### config.mk
export PLATFORM = sky130hd
export DESIGN_NAME = sefc_frame_track
export DESIGN_NICKNAME = d
export VERILOG_FILES = /design/src/rtl/sefc_pkg.sv /design/src/rtl/sefc_frame_track.sv
export SDC_FILE = /design/constraint.sdc
export NUM_CORES = 1
export LEC_CHECK = 0
export BUFFER_PORTS_ARGS = -buffer_cell sky130_fd_sc_hd__buf_2
export CAP_MARGIN = 20
export CORE_ASPECT_RATIO = 1.4
export CORE_UTILIZATION = 45
export DETAILED_ROUTE_END_ITERATION = 16
export GPL_ROUTABILITY_DRIVEN = 0
export PLACE_DENSITY_LB_ADDON = 0.25
export SYNTH_ARGS = -nofsm -noshare
export SYNTH_HDL_FRONTEND = slang
export SYNTH_SLANG_ARGS = --single-unit
### constraint.sdc
create_clock -name clock -period 5.2 [get_ports clock]
set_input_delay 1.04 -clock clock [delete_from_list [all_inputs] [get_ports clock]]
set_output_delay 1.04 -clock clock [all_outputs]
set_load 0.05 [all_outputs]
### src/rtl/sefc_pkg.sv
`default_nettype none

package sefc_pkg;

   localparam int CMP_WIDTH = 10;

   localparam logic [7:0] LEN_OVERHEAD   = 8'h05;
   localparam logic [7:0] PAYLOAD_OFFSET = 8'h02;
   localparam int         STATUS_INDEX   = 3;
   localparam int         PAYLOAD_FIRST  = 4;
   localparam int         MIN_FRAME      = 6;
   localparam int         LENGTH_INDEX   = 2;

   localparam logic [7:0] START_BYTE_RESET = 8'h02;
   localparam logic [7:0] END_BYTE_RESET   = 8'h03;

   localparam logic REG_START_BYTE = 1'b0;
   localparam logic REG_END_BYTE   = 1'b1;

   typedef enum logic [1:0] {
      VERDICT_OK       = 2'd0,
      VERDICT_FORMAT   = 2'd1,
      VERDICT_CHECKSUM = 2'd2
   } verdict_type;

   typedef struct packed {
      logic [7:0] start_byte;
      logic [7:0] end_byte;
   } cfg_type;

   typedef struct packed {
      logic [7:0]  data_byte;
      logic        is_status;
      logic        is_payload;
      logic        frame_done;
      verdict_type verdict;
   } rsp_word_type;

endpackage

`default_nettype wire

### src/rtl/sefc_frame_track.sv
`default_nettype none

module sefc_frame_track #(
   parameter int MAX_FRAME = 263
) (
   input  wire logic               clock,
   input  wire logic               reset,
   input  wire logic               accept,
   input  wire logic [7:0]         rx_byte,
   input  wire logic               block_end,
   input  wire sefc_pkg::cfg_type  cfg,
   output sefc_pkg::rsp_word_type  word
);

   localparam int PosWidth = $clog2(MAX_FRAME + 1);
   localparam int CmpW     = sefc_pkg::CMP_WIDTH;

   logic [PosWidth-1:0] pos_ff,   pos_in;
   logic [7:0]          xor_ff,   xor_in;
   logic [7:0]          len_ff,   len_in;
   logic                start_ok_ff, start_ok_in;
   logic [7:0]          prev_ff,  prev_in;

   logic            over;
   logic [CmpW-1:0] idx_w;
   logic [CmpW-1:0] frame_len;
   logic [CmpW-1:0] payload_last;
   logic [CmpW-1:0] expect_len;
   logic            fmt_err;
   logic            sum_err;

   assign over         = pos_ff >= PosWidth'(MAX_FRAME);
   assign idx_w        = CmpW'(pos_ff);
   assign frame_len    = idx_w + CmpW'(1);
   assign payload_last = CmpW'(len_ff) + CmpW'(sefc_pkg::PAYLOAD_OFFSET);
   assign expect_len   = CmpW'(len_ff) + CmpW'(sefc_pkg::LEN_OVERHEAD);

   assign fmt_err = over || (frame_len < CmpW'(sefc_pkg::MIN_FRAME)) || !start_ok_ff ||
                    (rx_byte != cfg.end_byte) || (expect_len != frame_len);
   assign sum_err = (xor_ff ^ prev_ff) != prev_ff;

   always_comb begin
      word.data_byte  = rx_byte;
      word.is_status  = !over && (pos_ff == PosWidth'(sefc_pkg::STATUS_INDEX));
      word.is_payload = !over && (idx_w >= CmpW'(sefc_pkg::PAYLOAD_FIRST)) &&
                        (idx_w <= payload_last);
      word.frame_done = block_end;
      if (!block_end) begin
         word.verdict = sefc_pkg::VERDICT_OK;
      end else if (fmt_err) begin
         word.verdict = sefc_pkg::VERDICT_FORMAT;
      end else if (sum_err) begin
         word.verdict = sefc_pkg::VERDICT_CHECKSUM;
      end else begin
         word.verdict = sefc_pkg::VERDICT_OK;
      end
   end

   always_comb begin
      pos_in      = pos_ff;
      xor_in      = xor_ff;
      len_in      = len_ff;
      start_ok_in = start_ok_ff;
      prev_in     = prev_ff;
      if (block_end) begin
         pos_in      = '0;
         xor_in      = '0;
         len_in      = '0;
         start_ok_in = 1'b0;
         prev_in     = '0;
      end else begin
         if (pos_ff == '0) begin
            start_ok_in = rx_byte == cfg.start_byte;
         end else begin
            xor_in = xor_ff ^ rx_byte;
         end
         if (pos_ff == PosWidth'(sefc_pkg::LENGTH_INDEX)) begin
            len_in = rx_byte;
         end
         prev_in = rx_byte;
         if (!over) begin
            pos_in = pos_ff + PosWidth'(1);
         end
      end
   end

   always_ff @(posedge clock) begin
      if (reset) begin
         pos_ff      <= '0;
         xor_ff      <= '0;
         len_ff      <= '0;
         start_ok_ff <= 1'b0;
         prev_ff     <= '0;
      end else if (accept) begin
         pos_ff      <= pos_in;
         xor_ff      <= xor_in;
         len_ff      <= len_in;
         start_ok_ff <= start_ok_in;
         prev_ff     <= prev_in;
      end
   end

   a_clear_after_last: assert property (@(posedge clock) disable iff (reset)
      accept && block_end |=> pos_ff == '0 && xor_ff == '0 && !start_ok_ff)
      else $error("frame state not cleared after final word");

   a_pos_saturates: assert property (@(posedge clock) disable iff (reset)
      pos_ff <= PosWidth'(MAX_FRAME))
      else $error("byte position past saturation");

   a_hold_when_over: assert property (@(posedge clock) disable iff (reset)
      accept && !block_end && over |=> pos_ff == $past(pos_ff))
      else $error("byte position moved while saturated");

   a_verdict_only_last: assert property (@(posedge clock) disable iff (reset)
      !block_end |-> word.verdict == sefc_pkg::VERDICT_OK)
      else $error("verdict given on a word that is not final");

endmodule

`default_nettype wire

; Word-level counts from Yosys, hierarchy flattened
; Index checks and enable logic that the tools add are counted.
[word_totals]
reg_bits = 34
latchBits = 0
mem_bits_rw = 0
mem_bits_ro = 0
in_bits = 28
memories = 0
[op_classes]
n_addsub = 4
multipliers = 0
div_mod_pow = 0
n_lt_le_gt_ge = 4
eq_ne = 8
shifts = 0
mux = 12
n_bitwise = 2
n_reduce_logical = 16
[op_table]
columns = op, count
row1 = 2-to-1 mux 8 bit, 5
row2 = == test 9 x 2 -> 1 bit (second input constant), 2
row3 = 2-to-1 mux 9 bit, 2
row4 = != test 8 bit, 2
row5 = bitwise XOR 8 bit, 2
row6 = adder 9 x 1 -> 10 bit (second input constant), 1
row7 = less-than comparator 10 x 3 -> 1 bit (second input constant), 1
row8 = != test 9 x 10 -> 1 bit, 1
row9 = adder 8 x 2 -> 9 bit (second input constant), 1
row10 = adder 8 x 3 -> 9 bit (second input constant), 1
row11 = adder 9 x 1 -> 9 bit (second input constant), 1
row12 = >= comparator 9 x 3 -> 1 bit (second input constant), 1
row13 = >= comparator 9 bit (second input constant), 1
row14 = less-or-equal comparator 9 bit, 1
row15 = zero test 9 bit, 1
row16 = == test 8 bit, 1
row17 = AND reduction 2 bit, 4
row18 = 2-to-1 mux 2 bit, 3
row19 = logical OR 1 bit, 4
row20 = != test 2 bit (second input constant), 2
row21 = nonzero test 2 bit, 2
row22 = logical AND 1 bit, 3
row23 = zero test 1 bit, 2
row24 = 2-to-1 mux 1 bit, 2

; Logic depth before layout (Yosys ltp)
[depth]
depth_word = 8
depth_mapped = 10
depth_no_buf = 10

; Worst setup path before layout
; Ideal clock, no wire load.
[synth_timing]
path_type = input to output
startpoint = input rx_byte[5]
endpoint = output word[1] (netlist name)
t_arrival_ns = 2.765
required_ns = 4.160
setup_slack_ns = 1.395
stages = 6
path_buffers = 0
cell_sequence = xor2_1 > nor4_1 > o311ai_0 > a2111oi_2 > nand4_1 > a211oi_2
[synth_lines]
columns = element, line
row1 = from (decl), sefc_frame_track.sv:9  ; input wire logic [7:0] rx_byte,
row2 = to (decl), sefc_frame_track.sv:12  ; output sefc_pkg::rsp_word_type word

==> run metrics <==
power per cell area=186.6 mW/mm^2; top achievable clock speed=248.2 MHz; met2 Use GR=42.36%; DR vias=2039; Max Cap Viol=0; core area=0.004842 sq mm; # rows=30; Synth Warn #=0; total grt overflow=0; synthesized cell area=0.002281 sq mm; syn avg cell area=8.088 sq um; routed wire length=5675 um; Util after Layout=50.80%; n_diodes=0; crit start category=register; Worst VDD drop=0.1721 mV; total power=458.9 uW; library cells used by synthesis=45; Comb pwr share=17.2%; Reg power frac=45.2%; Final Setup Violations=0; Starting Density=47.11%; Seq/Total Area, Yosys=22.82%; RSZ-0062 raised after global routing=no; P&R area growth vs syn=7.844%; final instance area=0.002460 sq mm; # Post-CTS Setup Buffers=0; IO Port Bufs=40; final worst path period need=4029 ps; CP Max Fanout=10; async set-reset flop share out of synthesis=0%; Initial DRC Count=66; CTS tree=done; Pleak=1.000 nW; DRC viols=0; vias per std cell=5.602; cell with the most instances on the worst path=a211oi_2; sw power=124.9 uW; Die Y-Extent=86.24 um; Slew @ Worst Pin=661.2 ps; Worst Path Arrival=2990 ps; Fin Setup TNS=0 ps; largest net degree at the start of global routing=18; antenna violations before repair=0; Net count, final=344; hold crit path type=register to register; relative slew slack=55.55%; switching part of the total=27.22%; post-route ant nets=0; Clock Root Buffer=clkbuf_8; clk_skew=4.460 ps; Die Wd=62.17 um; Critical Path RT=4160 ps; Slew Viols, Final=0; DP HPWL=4482 um; Mapped Cells=282; busiest grt layer=met2; status=finished clean; Final period util=77.48%; htree depth=1; number of placed I/O pins=41; Post-DP Area=0.002389 sq mm; clock sink count=26; Overall Global Routing Usage=22.18%; crit-path cells=ha_1, and4_1, and2_1, xnor3_1, a211oi_2, nand4_1, a211oi_2, buf_2; number of synthesized flops with an enable pin=0; CTS resizes=0; total CTS buffers=3; Wirelength per Cell=15.59 um; Detailed Routing Iterations Pass 1=4; Worst path slowest cell=dfxtp_1; hold_buf cts=0; CP endpoint kind=primary output; number of synthesized register bits=26; worst reg2reg setup slack=2860 ps; cell-internal power=334.0 uW; CP max stage delay=560 ps; Reg clk slew, reported paths=100 ps; met1 Resource Use GR=24.96%; first-pass GRT wire length=9446 um; clock tree buffer depth=2; Die Footprint=0.005362 sq mm; number of global-route vias before repair=1973; share of layout cells above drive strength 1=17.00%; syn_nets=325; kind of critical path=register to primary output; Hold Fails Final Rpt=0; met3 GRT Util=2.105%; fillers=497; clock share of power=37.5%; Synth Flop Type=dfxtp_1; later-pin clock latency in the skew report=270 ps
layout by cell type (no fill, tap or decap), types with 2 or more instances in the layout:
cell type / synthesis / layout
buf_2: 9 / 40
xor2_1: 30 / 30
dfxtp_1: 26 / 26
nor2_1: 25 / 25
nand2_1: 19 / 19
a21oi_1: 18 / 18
ha_1: 15 / 15
xnor2_1: 13 / 13
inv_1: 9 / 9
nand3_1: 9 / 9
o21ai_0: 9 / 9
a22oi_1: 9 / 9
nand4_1: 7 / 7
nor4_1: 7 / 7
or3_1: 7 / 7
nor3_1: 5 / 5
and3_1: 4 / 4
and2_1: 4 / 4
o21a_1: 4 / 4
nor2b_1: 3 / 3
xnor3_1: 3 / 3
o21ai_1: 3 / 3
a21o_1: 3 / 3
nand3b_1: 3 / 3
clkbuf_8: 0 / 3
or2_1: 2 / 2
nand2b_1: 2 / 2
a211oi_2: 2 / 2
a31oi_1: 2 / 2
worst max-delay path, delay by kind of cell (launching register included):
kind	cells	cell delay [ps]
simple gates	3	670
flops	1	560
fa+ha+maj	1	440
compound gates	2	430
xor+xnor	1	330
buf+inv	1	290
path summary, 6_finish.rpt:
| kind | start | to | cells after the start |
|---|---|---|---|
| setup / recovery | pos_ff[1]$_SDFFE_PP0P_ | word[1] | 8 |
| hold / removal | start_ok_ff$_SDFFE_PP0P_ | start_ok_ff$_SDFFE_PP0P_ | 2 |
| setup reg to reg | pos_ff[3]$_SDFFE_PP0P_ | xor_ff[4]$_SDFFE_PP0P_ | 6 |
| hold reg to reg | start_ok_ff$_SDFFE_PP0P_ | start_ok_ff$_SDFFE_PP0P_ | 2 |
power by group through the flow:
stage               Clock, mW  Combinational [mW]  Sequential (mW)
global route            0.180              0.0865            0.208
global placement            0              0.0789            0.212
detailed placement          0              0.0790            0.212
finish                  0.172              0.0790            0.208
floorplan                   0              0.0563            0.211
CTS                     0.174              0.0797            0.208
sequential cells by signal (all words and copies together), names as in the netlist:
register	cells
start_ok_ff	1
pos_ff	9
xor_ff	8
len_ff	8
layout make-up:
cell class                      instances  area (sq um)  share of cell area, %
Clock buffer                            3         41.29                  1.679
Clock inverter                          1         30.03                  1.221
Multi-Input combinational cell        221          1554                  63.17
Timing Repair Buffer                   40         200.2                  8.138
Tap cell                               64         80.08                  3.255
Sequential cell                        26         520.5                  21.16
Inverter                                9         33.78                  1.373
metrics by stage:
stage,hold slack (ps),instances,worst slack [ps]
2_1_floorplan,454.1,282,1395
4_1_cts,499.2,364,1201
3_3_place_gp,483.4,360,1323
3_5_place_dp,483.6,360,1279
5_1_grt,534.2,364,1065
6_report,503.7,364,1171
synthesized netlist by cell type (all sizes together) (7+ instances only):
cell / n / area [sq um]
ha: 15 / 187.7
or3: 7 / 43.79
a22oi: 9 / 67.56
nor4: 8 / 56.30
a21oi: 18 / 90.09
dfxtp: 26 / 520.5
buf: 20 / 135.1
inv: 9 / 33.78
nand3: 10 / 62.56
o21ai: 13 / 68.81
nand4: 7 / 43.79
xor2: 30 / 262.8
nor2: 25 / 93.84
xnor2: 13 / 113.9
nand2: 19 / 71.32
metal layers:
layer,routed length (um),vias up,part of all wire (%)
met1,2349,946,41
met2,2980,60,53
met4,150,0,2.6
met5,0,-,0
li1,-,1021,-
met3,194,12,3.4
kinds of logic (layout without fill, tap and decap cells):
group,count (synthesis),count (layout),share of synthesized area (%)
AND/OR/NAND/NOR,102,102,23.64
AO/OA/AOI/OAI,58,58,16.79
XOR/XNOR,46,46,19.47
buffers and inverters,35,53,9.051
flip-flops,26,26,22.82
adder cells (fa/ha/maj),15,15,8.228
Power figures use the tool's default switching activity.
